**config.mk**
```make
export PLATFORM = sky130hd
export DESIGN_NAME = checksum_frame_deframer
export DESIGN_NICKNAME = d
export VERILOG_FILES = /design/src/hdl/cfd_pkg.sv /design/src/hdl/checksum_frame_deframer.sv
export VERILOG_INCLUDE_DIRS = /design/src /design/src/hdl
export SDC_FILE = /design/constraint.sdc
export NUM_CORES = 1
export LEC_CHECK = 0
export ABC_AREA = 1
export BUFFER_PORTS_ARGS = -buffer_cell sky130_fd_sc_hd__clkbuf_2
export CAP_MARGIN = 20
export CORE_AREA = 3 3 100 102
export CTS_CLUSTER_DIAMETER = 60
export DETAILED_ROUTE_END_ITERATION = 8
export DIE_AREA = 0 0 103 105
export GPL_TIMING_DRIVEN = 0
export SYNTH_ARGS = -nofsm -noshare
export SYNTH_HDL_FRONTEND = slang
export SYNTH_SLANG_ARGS = --single-unit
```
**constraint.sdc**
```tcl
create_clock -name clock -period 3.8 [get_ports clock]
set_input_delay 0.76 -clock clock [delete_from_list [all_inputs] [get_ports clock]]
set_output_delay 0.76 -clock clock [all_outputs]
set_load 0.005 [all_outputs]
```
**src/hdl/checksum_frame_deframer_assert.svh**
```systemverilog
// ---------------------------------------------------------------------------
// Assertion macros for the checksum frame deframer
// Concurrent assertion helpers. Defining NO_ASSERTIONS leaves them empty.
// ---------------------------------------------------------------------------
`ifndef CHECKSUM_FRAME_DEFRAMER_ASSERT_SVH
`define CHECKSUM_FRAME_DEFRAMER_ASSERT_SVH

`ifndef NO_ASSERTIONS

// Same-cycle implication, checked at each rising clock edge outside reset.
`define CFD_ASSERT_SAME(label, clk, rst, ante, cons, msg) \
   label: assert property (@(posedge clk) disable iff (rst) (ante) |-> (cons)) \
      else $error(msg);

// Next-cycle implication, checked at each rising clock edge outside reset.
`define CFD_ASSERT_NEXT(label, clk, rst, ante, cons, msg) \
   label: assert property (@(posedge clk) disable iff (rst) (ante) |=> (cons)) \
      else $error(msg);

`else

`define CFD_ASSERT_SAME(label, clk, rst, ante, cons, msg)
`define CFD_ASSERT_NEXT(label, clk, rst, ante, cons, msg)

`endif

`endif

```
**src/hdl/cfd_pkg.sv**
```systemverilog
// ---------------------------------------------------------------------------
// Checksum frame deframer package
// Frame phases, status codes, register indexes and reset values.
// ---------------------------------------------------------------------------
package cfd_pkg;

   // Position within a frame.
   typedef enum logic [2:0] {
      PH_HUNT = 3'd0,
      PH_CTRL = 3'd1,
      PH_LEN  = 3'd2,
      PH_DATA = 3'd3,
      PH_SUM  = 3'd4,
      PH_TAIL = 3'd5
   } phase_type;

   // Frame status reported with each result.
   typedef enum logic [2:0] {
      ST_NONE = 3'd0,
      ST_OK   = 3'd1,
      ST_SUM  = 3'd2,
      ST_TAIL = 3'd3,
      ST_LONG = 3'd4
   } status_type;

   // Configuration register indexes.
   typedef enum logic [2:0] {
      CSR_HEAD  = 3'd0,
      CSR_TAIL  = 3'd1,
      CSR_MORE  = 3'd2,
      CSR_LIMIT = 3'd3
   } csr_index_type;

   localparam int unsigned ByteWidth   = 8;
   localparam int unsigned CsrIdxWidth = 3;

   typedef logic [ByteWidth-1:0] byte_type;

   // Register reset values.
   localparam byte_type HeadReset  = 8'd104;
   localparam byte_type TailReset  = 8'd22;
   localparam byte_type MoreReset  = 8'd128;
   localparam byte_type LimitReset = 8'd255;

endpackage

```
**src/hdl/checksum_frame_deframer.sv**
```systemverilog
// ---------------------------------------------------------------------------
// Checksum frame deframer
// Hunts for framed requests in a received byte stream, passes every byte through
// and reports the frame status at the tail byte, or at an over-long length byte.
// ---------------------------------------------------------------------------
//
// Channel   Direction  Payload                                       Handshake
// req_      in         rx_byte                                       valid/ready
// rsp_      out        data_byte, is_content, frame_end, status,     valid/ready
//                      more_follows
// csr_      in         index, data                                   valid/ready
//
// Each request gives one result. It passes through the input register and then
// the result register. The frame state updates as a request moves into the
// result register, so one request per cycle is sustained while results are
// taken. A stalled result holds the input register, which then blocks new
// requests only while it is full. Reset clears the frame state, the pipeline
// and restores the register reset values.
//
`include "checksum_frame_deframer_assert.svh"

module checksum_frame_deframer import cfd_pkg::*; (
   input  logic                   clock,
   input  logic                   reset,
   input  logic                   req_valid,
   output logic                   req_ready,
   input  logic [ByteWidth-1:0]   req_rx_byte,
   output logic                   rsp_valid,
   input  logic                   rsp_ready,
   output logic [ByteWidth-1:0]   rsp_data_byte,
   output logic                   rsp_is_content,
   output logic                   rsp_frame_end,
   output logic [2:0]             rsp_status,
   output logic                   rsp_more_follows,
   input  logic                   csr_valid,
   output logic                   csr_ready,
   input  logic [CsrIdxWidth-1:0] csr_index,
   input  logic [ByteWidth-1:0]   csr_data
);

   // Configuration registers.
   byte_type head_ff, tail_ff, more_mask_ff, limit_ff;

   // Input register.
   logic     in_valid_ff;
   byte_type in_byte_ff;

   // Frame state.
   phase_type phase_ff, phase_in;
   byte_type  left_ff, left_in;
   byte_type  sum_ff, sum_in;
   logic      matched_ff, matched_in;
   logic      more_flag_ff, more_flag_in;

   // Result register.
   logic       out_valid_ff;
   byte_type   out_byte_ff;
   logic       out_content_ff, out_content_in;
   logic       out_end_ff, out_end_in;
   status_type out_status_ff, out_status_in;
   logic       out_more_ff, out_more_in;

   logic     advance;
   byte_type left_dec;
   byte_type sum_add;

   // The input register moves on when the result register is free.
   assign advance   = in_valid_ff && (!out_valid_ff || rsp_ready);
   assign req_ready = !in_valid_ff || advance;
   assign csr_ready = 1'b1;

   // Configuration writes; indexes beyond the list are ignored.
   always_ff @(posedge clock) begin
      if (reset) begin
         head_ff      <= HeadReset;
         tail_ff      <= TailReset;
         more_mask_ff <= MoreReset;
         limit_ff     <= LimitReset;
      end else if (csr_valid) begin
         unique case (csr_index)
            CSR_HEAD:  head_ff      <= csr_data;
            CSR_TAIL:  tail_ff      <= csr_data;
            CSR_MORE:  more_mask_ff <= csr_data;
            CSR_LIMIT: limit_ff     <= csr_data;
            default: ;
         endcase
      end
   end

   // Input register.
   always_ff @(posedge clock) begin
      if (reset) begin
         in_valid_ff <= 1'b0;
      end else if (req_ready) begin
         in_valid_ff <= req_valid;
      end
   end

   always_ff @(posedge clock) begin
      if (req_valid && req_ready) begin
         in_byte_ff <= req_rx_byte;
      end
   end

   assign left_dec = left_ff - 8'd1;
   assign sum_add  = sum_ff + in_byte_ff;

   // Frame parser: next state and result for the byte in the input register.
   always_comb begin
      phase_in       = phase_ff;
      left_in        = left_ff;
      sum_in         = sum_ff;
      matched_in     = matched_ff;
      more_flag_in   = more_flag_ff;
      out_content_in = 1'b0;
      out_end_in     = 1'b0;
      out_status_in  = ST_NONE;
      out_more_in    = 1'b0;

      unique case (phase_ff)
         PH_CTRL: begin
            out_content_in = 1'b1;
            sum_in         = sum_add;
            more_flag_in   = (in_byte_ff & more_mask_ff) != 8'd0;
            phase_in       = PH_LEN;
         end
         PH_LEN: begin
            out_content_in = 1'b1;
            sum_in         = sum_add;
            if (in_byte_ff > limit_ff) begin
               out_end_in    = 1'b1;
               out_status_in = ST_LONG;
               phase_in      = PH_HUNT;
            end else begin
               left_in  = in_byte_ff;
               phase_in = (in_byte_ff == 8'd0) ? PH_SUM : PH_DATA;
            end
         end
         PH_DATA: begin
            out_content_in = 1'b1;
            sum_in         = sum_add;
            left_in        = left_dec;
            if (left_dec == 8'd0) begin
               phase_in = PH_SUM;
            end
         end
         PH_SUM: begin
            matched_in = (in_byte_ff == sum_ff);
            phase_in   = PH_TAIL;
         end
         PH_TAIL: begin
            out_end_in = 1'b1;
            phase_in   = PH_HUNT;
            // A bad tail outranks a bad checksum.
            priority if (in_byte_ff != tail_ff) begin
               out_status_in = ST_TAIL;
            end else if (!matched_ff) begin
               out_status_in = ST_SUM;
            end else begin
               out_status_in = ST_OK;
               out_more_in   = more_flag_ff;
            end
         end
         default: begin
            // Hunting, and any unused phase code.
            phase_in = PH_HUNT;
            if (in_byte_ff == head_ff) begin
               sum_in       = in_byte_ff;
               left_in      = 8'd0;
               matched_in   = 1'b0;
               more_flag_in = 1'b0;
               phase_in     = PH_CTRL;
            end
         end
      endcase
   end

   // Frame state.
   always_ff @(posedge clock) begin
      if (reset) begin
         phase_ff     <= PH_HUNT;
         left_ff      <= 8'd0;
         sum_ff       <= 8'd0;
         matched_ff   <= 1'b0;
         more_flag_ff <= 1'b0;
      end else if (advance) begin
         phase_ff     <= phase_in;
         left_ff      <= left_in;
         sum_ff       <= sum_in;
         matched_ff   <= matched_in;
         more_flag_ff <= more_flag_in;
      end
   end

   // Result register.
   always_ff @(posedge clock) begin
      if (reset) begin
         out_valid_ff <= 1'b0;
      end else if (!out_valid_ff || rsp_ready) begin
         out_valid_ff <= in_valid_ff;
      end
   end

   always_ff @(posedge clock) begin
      if (advance) begin
         out_byte_ff    <= in_byte_ff;
         out_content_ff <= out_content_in;
         out_end_ff     <= out_end_in;
         out_status_ff  <= out_status_in;
         out_more_ff    <= out_more_in;
      end
   end

   assign rsp_valid        = out_valid_ff;
   assign rsp_data_byte    = out_byte_ff;
   assign rsp_is_content   = out_content_ff;
   assign rsp_frame_end    = out_end_ff;
   assign rsp_status       = out_status_ff;
   assign rsp_more_follows = out_more_ff;

   // A status is reported only on a frame end, and every frame end has one.
   `CFD_ASSERT_SAME(a_status_end, clock, reset, out_valid_ff,
                    ((out_status_ff != ST_NONE) == out_end_ff),
                    "status and frame end disagree")
   // The more-follows flag is only shown for a good frame.
   `CFD_ASSERT_SAME(a_more_ok, clock, reset, out_valid_ff && out_more_ff,
                    out_status_ff == ST_OK, "more_follows without a good frame")
   // A full input register behind a stalled result blocks new requests.
   `CFD_ASSERT_SAME(a_stall_block, clock, reset,
                    in_valid_ff && out_valid_ff && !rsp_ready, !req_ready,
                    "request taken while the pipeline is stalled")
   // A data byte always leaves the parser expecting more data or the checksum.
   `CFD_ASSERT_NEXT(a_data_next, clock, reset, advance && phase_ff == PH_DATA,
                    phase_ff == PH_DATA || phase_ff == PH_SUM,
                    "bad phase after a data byte")

endmodule

```
Word level (Yosys, flattened, before mapping). Index checks and enable logic that the tools add are counted.

Bits in registers: 77. Input port bits: 24. Output and inout bits: 17. Logic and storage cells: 89.

$add $sub $neg: 2. Order comparisons: 1. Eq/ne operators: 13. Muxes and demuxes: 20. Bitwise gates (word level): 7. Reduce and logical (&&, ||, !) cells: 29.

Operator list (count): $mux W8 (3); $pmux W8 S3 (1); $eq A8 B8 Y1 (2); $logic_not A8 Y1 (2); $pmux W8 S2 (1); $pmux W3 S5 (1); $eq A3 B2 Y1 const B (4); $mux W3 (4); $reduce_and A2 Y1 (5); $reduce_and A3 Y1 (3); $reduce_or A3 Y1 (3); $add A8 B8 Y8 (1); $and A8 B8 Y8 (1); $gt A8 B8 Y1 (1); $ne A8 B8 Y1 (1); $reduce_bool A8 Y1 (1); $reduce_or A4 Y1 (2); $sub A8 B1 Y8 const B (1); $eq A3 B1 Y1 const B (2); $eq A3 B3 Y1 const B (2); $not A1 Y1 (6); $pmux W1 S2 (3); $pmux W3 S2 (1); $reduce_bool A2 Y1 (3); other kinds (10) (18).

Depth between registers and ports, before layout. Gate-level depths: netlist (run 1).

Depth after elaboration: 5. Mapped depth: 16. Depth with buffers taken out: 16.

Worst setup path before layout (run 1). No wires, ideal clock.

Kind: in2reg. From: input port rsp_ready. To: register phase_ff[2]. Library setup time: 0.070 ns. Data arrival time: 1.778 ns. Data required time: 3.730 ns. Path slack: 1.951 ns. Cell stages on the path: 8. Path buffers: 0. Cells stage by stage: inv_1 nand2_1 nand2_1 inv_1 nand4_1 nor2_2 nand3_1 a21oi_1.

Cells in the longest elaborated chain, start to end: 3.

Ends and longest elaborated chain: from (decl) (RTL line checksum_frame_deframer.sv:29) `input logic rsp_ready,`; $logic_or A1 B1 Y1 (RTL line checksum_frame_deframer.sv:68) `assign advance = in_valid_ff && (!out_valid_ff || rsp_ready);`; $logic_and A1 B1 Y1 (RTL line checksum_frame_deframer.sv:68); net advance (RTL line checksum_frame_deframer.sv:63) `logic advance;`; $reduce_and A2 Y1 (no line); to (signal assigned) (RTL line checksum_frame_deframer.sv:187) `phase_ff <= phase_in;`; to (decl) (RTL line checksum_frame_deframer.sv:49) `phase_type phase_ff, phase_in;`.

The timed path passes the listed nets, and every way through them passes these cells. A chain may end at the register's enable or synchronous reset.

Worst setup path in the final report (run 1).
From: register in_byte_ff[1]. To: register left_ff[1].

Cells in the longest elaborated chain, start to end: 3. Elaborated cells on any way between the ends: 7. Those cells by class: 1 x order compare; 2 x eq/ne; 2 x mux; 2 x reduce/logical.

Ends and longest elaborated chain: from (decl) (RTL line checksum_frame_deframer.sv:46) `byte_type in_byte_ff;`; from (signal assigned) (RTL line checksum_frame_deframer.sv:101) `in_byte_ff <= req_rx_byte;`; $gt A8 B8 Y1 / $eq A8 B8 Y1 (equally long branches) (RTL line checksum_frame_deframer.sv:130, checksum_frame_deframer.sv:167); $ne A2 B2 Y1 (no line) / $reduce_bool A3 Y1 (equally long branches); $reduce_and A4 Y1 (no line); to (signal assigned) (RTL line checksum_frame_deframer.sv:188) `left_ff <= left_in;`; to (decl) (RTL line checksum_frame_deframer.sv:50) `byte_type left_ff, left_in;`.

Parallel ways exist; a longest one is shown, timed or not. The select of a mux whose other input is x is not followed.

==> results of run 1 <==
## registers in the layout (all words and copies together), names as in the netlist, 8 cells and up
| signal | flops |
|---|---|
| in_byte_ff | 8 |
| rsp_data_byte | 8 |
| more_mask_ff | 8 |
| left_ff | 8 |
| sum_ff | 8 |
| limit_ff | 8 |
| head_ff | 8 |
| tail_ff | 8 |
## power groups by stage
| stage | clock network (mW) | registers [mW] | logic [mW] |
|---|---|---|---|
| after floorplan | 0 | 0.912 | 0.121 |
| after global placement | 0 | 0.922 | 0.178 |
| after detailed placement | 0 | 0.923 | 0.181 |
| after CTS | 0.616 | 0.904 | 0.182 |
| after global routing | 0.656 | 0.908 | 0.208 |
| final | 0.609 | 0.904 | 0.181 |
## synth_stat cells (all sizes together)
library cell	n	share of area, %
xnor2	2	0.43
nand4	15	2.5
conb	1	0.092
a21boi	1	0.18
clkbuf	7	0.64
nand3b	1	0.18
nor4	2	0.31
nor2	91	9.1
fa	1	0.49
a21o	1	0.18
nor4b	1	0.21
clkinv	1	0.092
a21oi	27	3.4
xor2	19	4.3
a31oi	2	0.31
nor3b	1	0.18
buf	5	1.1
o22ai	3	0.46
edfxtp	22	16
o21bai	2	0.37
nand3	24	3.3
nor3	2	0.25
o21ai	48	5.9
nand2	123	12
ha	19	5.8
inv	59	5.4
dfxtp	55	27
## cells by family (layout without fill, tap and decap cells)
group                    after synthesis  in the layout  synth area share [%]
adder cells (fa/ha/maj)               20             20                  6.32
buffers and inverters                 72            126                  7.27
other                                  1              1                0.0920
AO/OA/AOI/OAI                         84             84                  10.8
AND/OR/NAND/NOR                      260            260                  27.6
flip-flops                            77             77                  43.2
XOR/XNOR                              21             21                  4.70
## cell usage in the layout (no fill, tap or decap), types with 2 or more instances in the layout
| master | netlist | layout |
|---|---|---|
| nor2_4 | 3 | 3 |
| nor3_1 | 2 | 2 |
| a21oi_1 | 26 | 26 |
| o21bai_1 | 2 | 2 |
| o22ai_1 | 3 | 3 |
| dfxtp_1 | 55 | 55 |
| clkbuf_2 | 0 | 38 |
| edfxtp_1 | 22 | 22 |
| ha_1 | 19 | 19 |
| nand4_1 | 14 | 14 |
| nor2_1 | 85 | 85 |
| nand2_2 | 5 | 5 |
| o21ai_0 | 47 | 47 |
| inv_1 | 51 | 51 |
| clkbuf_1 | 7 | 7 |
| nand3_1 | 23 | 23 |
| nand2_1 | 118 | 118 |
| xor2_1 | 18 | 18 |
| nor2_2 | 3 | 3 |
| buf_6 | 3 | 3 |
| xnor2_1 | 2 | 2 |
| clkbuf_8 | 0 | 9 |
| clkinvlp_4 | 0 | 2 |
| inv_2 | 8 | 8 |
| inv_6 | 0 | 2 |
| nor4_1 | 2 | 2 |
| a31oi_1 | 2 | 2 |
## metal layers
layer,global-route usage (%),share of wire (%)
met5,0,0
met4,7.12,1.8
met3,4.07,5.7
met2,30.8,46
met1,27.1,46
## worst min-delay path, cell delays in order (launching register included)
cell and delay [ps]:
dfxtp_1 340, nand2_1 60, nand3_1 50
## worst min path at each step
stage | endpoint | startpoint
6_report | more_mask_ff[7]$_SDFFE_PP1P_ | more_mask_ff[7]$_SDFFE_PP1P_
5_1_grt | more_mask_ff[7]$_SDFFE_PP1P_ | more_mask_ff[7]$_SDFFE_PP1P_
4_1_cts | more_mask_ff[7]$_SDFFE_PP1P_ | more_mask_ff[7]$_SDFFE_PP1P_
3_5_place_dp | more_mask_ff[7]$_SDFFE_PP1P_ | more_mask_ff[7]$_SDFFE_PP1P_
3_3_place_gp | more_mask_ff[7]$_SDFFE_PP1P_ | more_mask_ff[7]$_SDFFE_PP1P_
2_1_floorplan | more_mask_ff[7]$_SDFFE_PP1P_ | more_mask_ff[7]$_SDFFE_PP1P_
## metrics by stage
step / instance area (µm²) / setup WS [ps]
global route: 4600 / 1380
CTS: 4600 / 1540
detailed placement: 4410 / 1460
floorplan: 4080 / 1950
global placement: 4410 / 1490
finish: 4600 / 1540
## final cells by class
class	instances	area share [%]
buffer	12	1.55
clock buffer	9	2.69
clock inverter	7	1.50
inverter	60	4.90
multi-input combinational	386	43.9
sequential	77	38.3
tap	111	3.02
timing repair buffer	38	4.14
==> flow_metrics.py, run 1 <==
metrics = {
    "setup_path": {
        "path_class": "reg -> reg",
        "required_ps": 4060,
        "cpPeakStageDelay_ps": 680,
        "crit_start": "in_byte_ff[1]$_DFFE_PP_",
        "reg2reg_to": "left_ff[1]$_SDFFE_PP0P_",
        "critPathBufInv": 1,
        "r2r_start": "in_byte_ff[1]$_DFFE_PP_",
        "cp-end-kind": "register",
        "cp_slowest_cell": "edfxtp_1",
        "worstSetupStartpointType": "register",
        "cpMostUsedCell": "nand2_1",
        "crit_end": "left_ff[1]$_SDFFE_PP0P_",
        "arrival_ps": 2520,
        "crit_family": "simple AND/OR/NAND/NOR gates",
        "r2r_setup_slack_ps": 1540,
        "critPathMaxFanout": 10,
        "path_cells": "ha_1, nand2_1, nand2_1, nand2_1, nand2_1, nand2_1, nand2_1, nand2_1, nor2_4, nor2_4, buf_6, nand2_1, nand2_1, nor2_1",
        "r2r_cells": 14,
        "cp.depth": 14,
    },
    "route": {
        "drcViolationCount": 0,
        "drtPass1Iterations": 4,
        "routed_wl_um": 10100,
        "num_vias": 3635,
        "via_per_inst": 5.19,
        "ant_nets": 0,
        "wl_per_cell_um": 14.5,
        "drt-initial-drc-count": 168,
    },
    "timing": {
        "fin_crit_sh_pct": 59.4,
        "final.setup.tns_ps": 0,
        "setup_violations": 0,
        "layout_min_cycle_time_ps": 2260,
        "max_clock_freq_ghz": 0.443,
        "whs_ps": 476,
        "fin_skew_ps": 18.6,
        "drv_slew": 0,
        "rsz0062_at_grt": "no",
        "final_hold_viol_count": 0,
        "maxSlewHeadroom_pct": 49.5,
        "max_slew.worst_pin.slew_ps": 747,
    },
    "floorplan": {
        "dieArea_mm2": 0.0108,
        "fp-row-count": 35,
        "pin_count": 41,
        "dieWidth_um": 103,
        "coreArea_mm2": 0.00920,
        "die_y_um": 105,
        "initial_utilization_pct": 44.3,
    },
    "power_and_ir_drop": {
        "ir_worst_vdd_mv": 0.188,
        "seqPwrFrac_pct": 53.4,
        "p_int_mw": 1.19,
        "p_sw_share_pct": 29.6,
        "finalPower_mw": 1.69,
        "power_density_mw_per_mm2": 368,
        "power_frac_comb_pct": 10.7,
        "p_clk_share_pct": 35.9,
        "switchingPower_mw": 0.501,
        "leakage_nw": 2.13,
    },
    "finish": {
        "fin_util_pct": 50.0,
        "regArea_mm2": 0.00176,
        "final_cells": 700,
        "nets": 628,
        "multiInputGateArea_mm2": 0.00202,
        "drive_above_1_share_pct": 13.8,
        "area.growth.synth_to_final_pct": 12.8,
        "fillerInstances": 908,
        "n_antenna_cell": 0,
    },
    "placement": {
        "place_congestion": 0.884,
        "dp_cells": 684,
        "io_buffer_count": 38,
        "dpl.hpwl_um": 7370,
    },
    "cts": {
        "clk_pin_slew_ps": 90,
        "clock_latency_ps": 370,
        "postCtsSetupRepairBufs": 0,
        "cts_resized": 0,
        "holdBufCountCts": 0,
        "h-tree-depth": 3,
        "cts_buffer_depth": 2,
        "cts-root-buf": "clkbuf_8",
        "cts.sinks": 77,
        "cts-buffers-inserted": 9,
        "cts_tree": "yes",
    },
    "logic_synthesis": {
        "yosysWarningCount": 0,
        "synth_seq_cells": 77,
        "synth_fp_nets": 579,
        "syn_inst": 535,
        "synth_area_mm2": 0.00408,
        "yosysUniqueCellTypes": 38,
        "seq_area_frac_synth_pct": 43.2,
        "avgSynthCellArea_um2": 7.62,
    },
    "global_route": {
        "grt_max_degree": 18,
        "antenna_found_initial": 0,
        "grt_usage_pct": 19.8,
        "grt_pass1_vias": 3392,
        "grt_pass1_wl_um": 16600,
        "overflow": 0,
    },
    "min_path": {
        "hold_path_depth": 2,
        "hold_class": "reg -> reg",
    },
    "job": {
        "drv_cap": 0,
    },
    "outcome": {
        "status": "complete, no violations",
    },
}
Note: power is estimated with default switching activity, not from simulation.
==> run 2, diff against run 1 <==
--- a/config.mk
+++ b/config.mk
@@ -6,13 +6,13 @@
 export SDC_FILE = /design/constraint.sdc
 export NUM_CORES = 1
 export LEC_CHECK = 0
-export ABC_AREA = 1
+export ABC_AREA = 0
 export BUFFER_PORTS_ARGS = -buffer_cell sky130_fd_sc_hd__clkbuf_2
 export CAP_MARGIN = 20
-export CORE_AREA = 3 3 100 102
+export CORE_AREA = 3 3 99 101
 export CTS_CLUSTER_DIAMETER = 60
 export DETAILED_ROUTE_END_ITERATION = 8
-export DIE_AREA = 0 0 103 105
+export DIE_AREA = 0 0 102 104
 export GPL_TIMING_DRIVEN = 0
 export SYNTH_ARGS = -nofsm -noshare
 export SYNTH_HDL_FRONTEND = slang
==> constraint.sdc (replaced) <==
create_clock -name clock -period 1.9 [get_ports clock]
set_input_delay 0.38 -clock clock [delete_from_list [all_inputs] [get_ports clock]]
set_output_delay 0.38 -clock clock [all_outputs]
set_load 0.005 [all_outputs]
==> run 2 against run 1 <==
  * The flow now finishes with violations (negative setup slack)
  * Critical path depth down 5
  * First-iteration DRC count up 3.6%
  * Sequential power up 97%
  * Final cell count down 9.3%
  * Power up 120%
  * Global-route usage up 1.3 points
  * Synthesized cell count down 19%
  * Routed wire length up 10%
  * Count of clock-buffer cells in the layout up 1
==> flow_metrics.py, run 2 <==
metrics = {
    "route": {
        "drcViolationCount": 0,
        "drt-initial-drc-count": 174,
        "ant_nets": 0,
        "drtPass1Iterations": 5,
        "routed_wl_um": 11200,
        "wl_per_cell_um": 17.6,
        "via_per_inst": 5.52,
        "num_vias": 3505,
    },
    "power_and_ir_drop": {
        "ir_worst_vdd_mv": 0.407,
        "switchingPower_mw": 0.995,
        "power_density_mw_per_mm2": 710,
        "p_int_mw": 2.66,
        "power_frac_comb_pct": 14.5,
        "finalPower_mw": 3.66,
        "p_clk_share_pct": 37.0,
        "seqPwrFrac_pct": 48.5,
        "p_sw_share_pct": 27.2,
        "leakage_nw": 2.07,
    },
    "timing": {
        "fin_skew_ps": 7.80,
        "whs_ps": 183,
        "drv_slew": 0,
        "fin_crit_sh_pct": 108,
        "maxSlewHeadroom_pct": 46.1,
        "setup_violations": 18,
        "fin_ws_ps": -146,
        "max_slew.worst_pin.slew_ps": 805,
        "final.setup.tns_ps": -1570,
        "rsz0062_at_grt": "yes",
        "layout_min_cycle_time_ps": 2050,
        "final_hold_viol_count": 0,
        "max_clock_freq_ghz": 0.489,
    },
    "finish": {
        "final_cell_mix": "66 x nand2_1, 51 x dfxtp_1, 38 x clkbuf_2",
        "drive_above_1_share_pct": 29.0,
        "nets": 563,
        "area.growth.synth_to_final_pct": 29.3,
        "n_antenna_cell": 0,
        "multiInputGateArea_mm2": 0.00227,
        "fillerInstances": 796,
        "regArea_mm2": 0.00177,
        "final_common_cell": "nand2_1",
        "final_cells": 635,
    },
    "floorplan": {
        "fp-row-count": 35,
        "die_y_um": 104,
        "dieArea_mm2": 0.0106,
        "initial_utilization_pct": 43.8,
        "dieWidth_um": 102,
        "pin_count": 41,
        "coreArea_mm2": 0.00911,
    },
    "setup_path": {
        "cpPeakStageDelay_ps": 470,
        "r2r_start": "in_byte_ff[1]$_DFFE_PP_",
        "cpMostUsedCell": "buf_6",
        "r2r_setup_slack_ps": -150,
        "path_class": "reg -> reg",
        "r2r_cells": 9,
        "worstSetupStartpointType": "register",
        "reg2reg_to": "sum_ff[7]$_SDFFE_PP0P_",
        "cp_slowest_cell": "edfxtp_1",
        "cp-end-kind": "register",
        "critPathMaxFanout": 3,
        "required_ps": 2180,
        "arrival_ps": 2330,
        "path_cells": "buf_6, buf_6, ha_4, a21o_1, nand4_1, a31oi_4, xnor2_1, o22ai_1, a211oi_1",
    },
    "cts": {
        "clock_latency_ps": 360,
        "cts.sinks": 77,
        "cts_buffer_depth": 2,
        "cts-root-buf": "clkbuf_8",
        "clk_pin_slew_ps": 90,
        "h-tree-depth": 3,
        "cts-buffers-inserted": 9,
        "holdBufCountCts": 0,
        "cts_tree": "yes",
    },
    "logic_synthesis": {
        "seq_area_frac_synth_pct": 44.2,
        "synth_area_leaders": "dfxtp_1 28%, edfxtp_1 17%, nand2_1 6.2%, mux2i_1 6.0%, ha_1 6.0%",
        "avgSynthCellArea_um2": 9.21,
        "yosysUniqueCellTypes": 48,
        "synth_top_cell_by_area": "dfxtp_1",
        "synth_top_area_share_pct": 27.6,
        "synth_area_mm2": 0.00399,
        "yosysWarningCount": 0,
        "synth_fp_nets": 477,
        "synth_seq_cells": 77,
        "synth_edf_count": 22,
        "syn_inst": 433,
        "async_reset_ff_share_pct": 0,
        "yosysMostFrequentCell": "nand2_1",
        "synth-main-ff-cell": "dfxtp_1",
        "yosys-top-cells-count": "66 x nand2_1, 55 x dfxtp_1, 31 x nor2_1",
    },
    "min_path": {
        "whs_endpoint": "in_byte_ff[5]$_DFFE_PP_",
        "hold_class": "in -> reg",
        "worstHoldStart": "req_rx_byte[5]",
        "hold_path_depth": 1,
    },
    "global_route": {
        "grt_pass1_wl_um": 17400,
        "grt_pass1_vias": 3326,
        "overflow": 0,
        "antenna_found_initial": 0,
        "grt_max_degree": 19,
        "grt_usage_pct": 21.2,
    },
    "job": {
        "drv_cap": 0,
    },
    "placement": {
        "dp_cells": 582,
        "place_congestion": 0.911,
        "io_buffer_count": 38,
        "dpl.hpwl_um": 7330,
        "pre_cts_ws_ps": -701,
    },
    "outcome": {
        "failed_checks": "negative setup slack",
        "status": "complete, but fails checks",
    },
}
## run 2: kinds of logic after synthesis
group | synth area share, %
AND/OR/NAND/NOR | 17.7
AO/OA/AOI/OAI | 14.9
flip-flops | 44.2
XOR/XNOR | 5.71
multiplexers | 6.31
other | 0.0940
buffers and inverters | 4.61
adder cells (fa/ha/maj) | 6.46
## run 2: how the worst max path moves through the flow
stage | from | end | slack (ps) | cells after the start
CTS | in_byte_ff[1]$_DFFE_PP_ | left_ff[7]$_SDFFE_PP0P_ | -160 | 9
global placement | in_byte_ff[5]$_DFFE_PP_ | left_ff[7]$_SDFFE_PP0P_ | -690 | 7
finish | in_byte_ff[1]$_DFFE_PP_ | sum_ff[7]$_SDFFE_PP0P_ | -150 | 9
detailed placement | in_byte_ff[5]$_DFFE_PP_ | left_ff[7]$_SDFFE_PP0P_ | -700 | 7
floorplan | in_byte_ff[0]$_DFFE_PP_ | left_ff[7]$_SDFFE_PP0P_ | -80 | 9
global route | in_byte_ff[1]$_DFFE_PP_ | left_ff[2]$_SDFFE_PP0P_ | -280 | 8
## run 2: worst max-delay path, delay by kind of cell, from the launching register on
kind / cells / cell delay (ps)
buffers and inverters: 2 / 270
xor gates and xnor gates: 1 / 140
DFF: 1 / 470
adders and majority gates: 1 / 250
AOI/OAI and AO/OA: 4 / 660
and+or+nand+nor: 1 / 180
## run 2: layer usage
metal	up-vias	routed length, µm	global-route usage, %	share of wire, %
met5	-	0	0	0
met4	0	223	6.65	2.0
met3	24	576	4.02	5.2
met2	113	5180	32.2	46
met1	1664	5180	30.2	46
li1	1704	-	-	-
## run 2: final cells by class
cell class | instances | area share, %
sequential | 77 | 34.3
inverter | 22 | 1.67
timing repair buffer | 76 | 9.95
clock buffer | 10 | 2.89
clock inverter | 6 | 1.26
multi-input combinational | 311 | 44.1
tap | 111 | 2.69
buffer | 22 | 3.16
## run 2: what timing repair did
action / in CTS / in global routing
setup buffers: 31 / 7
gates cloned: 1 / 0
setup endpoints to repair: 23 / 24
pin swaps: 31 / 21
gates resized for setup: 57 / 26
## run 2: power by group through the flow
stage               combinational [mW]  clock, mW  sequential (mW)
CTS                              0.489       1.38             1.78
floorplan                        0.263          0             1.81
global route                     0.571       1.45             1.78
detailed placement               0.396          0             1.82
global placement                 0.390          0             1.81
finish                           0.529       1.35             1.78
## run 2: through the flow
step / util (%) / cell area, µm²
floorplan: - / 4000
global placement: 47.5 / 4330
detailed placement: 47.5 / 4330
CTS: 55.0 / 5010
global route: 56.6 / 5150
finish: 56.6 / 5150
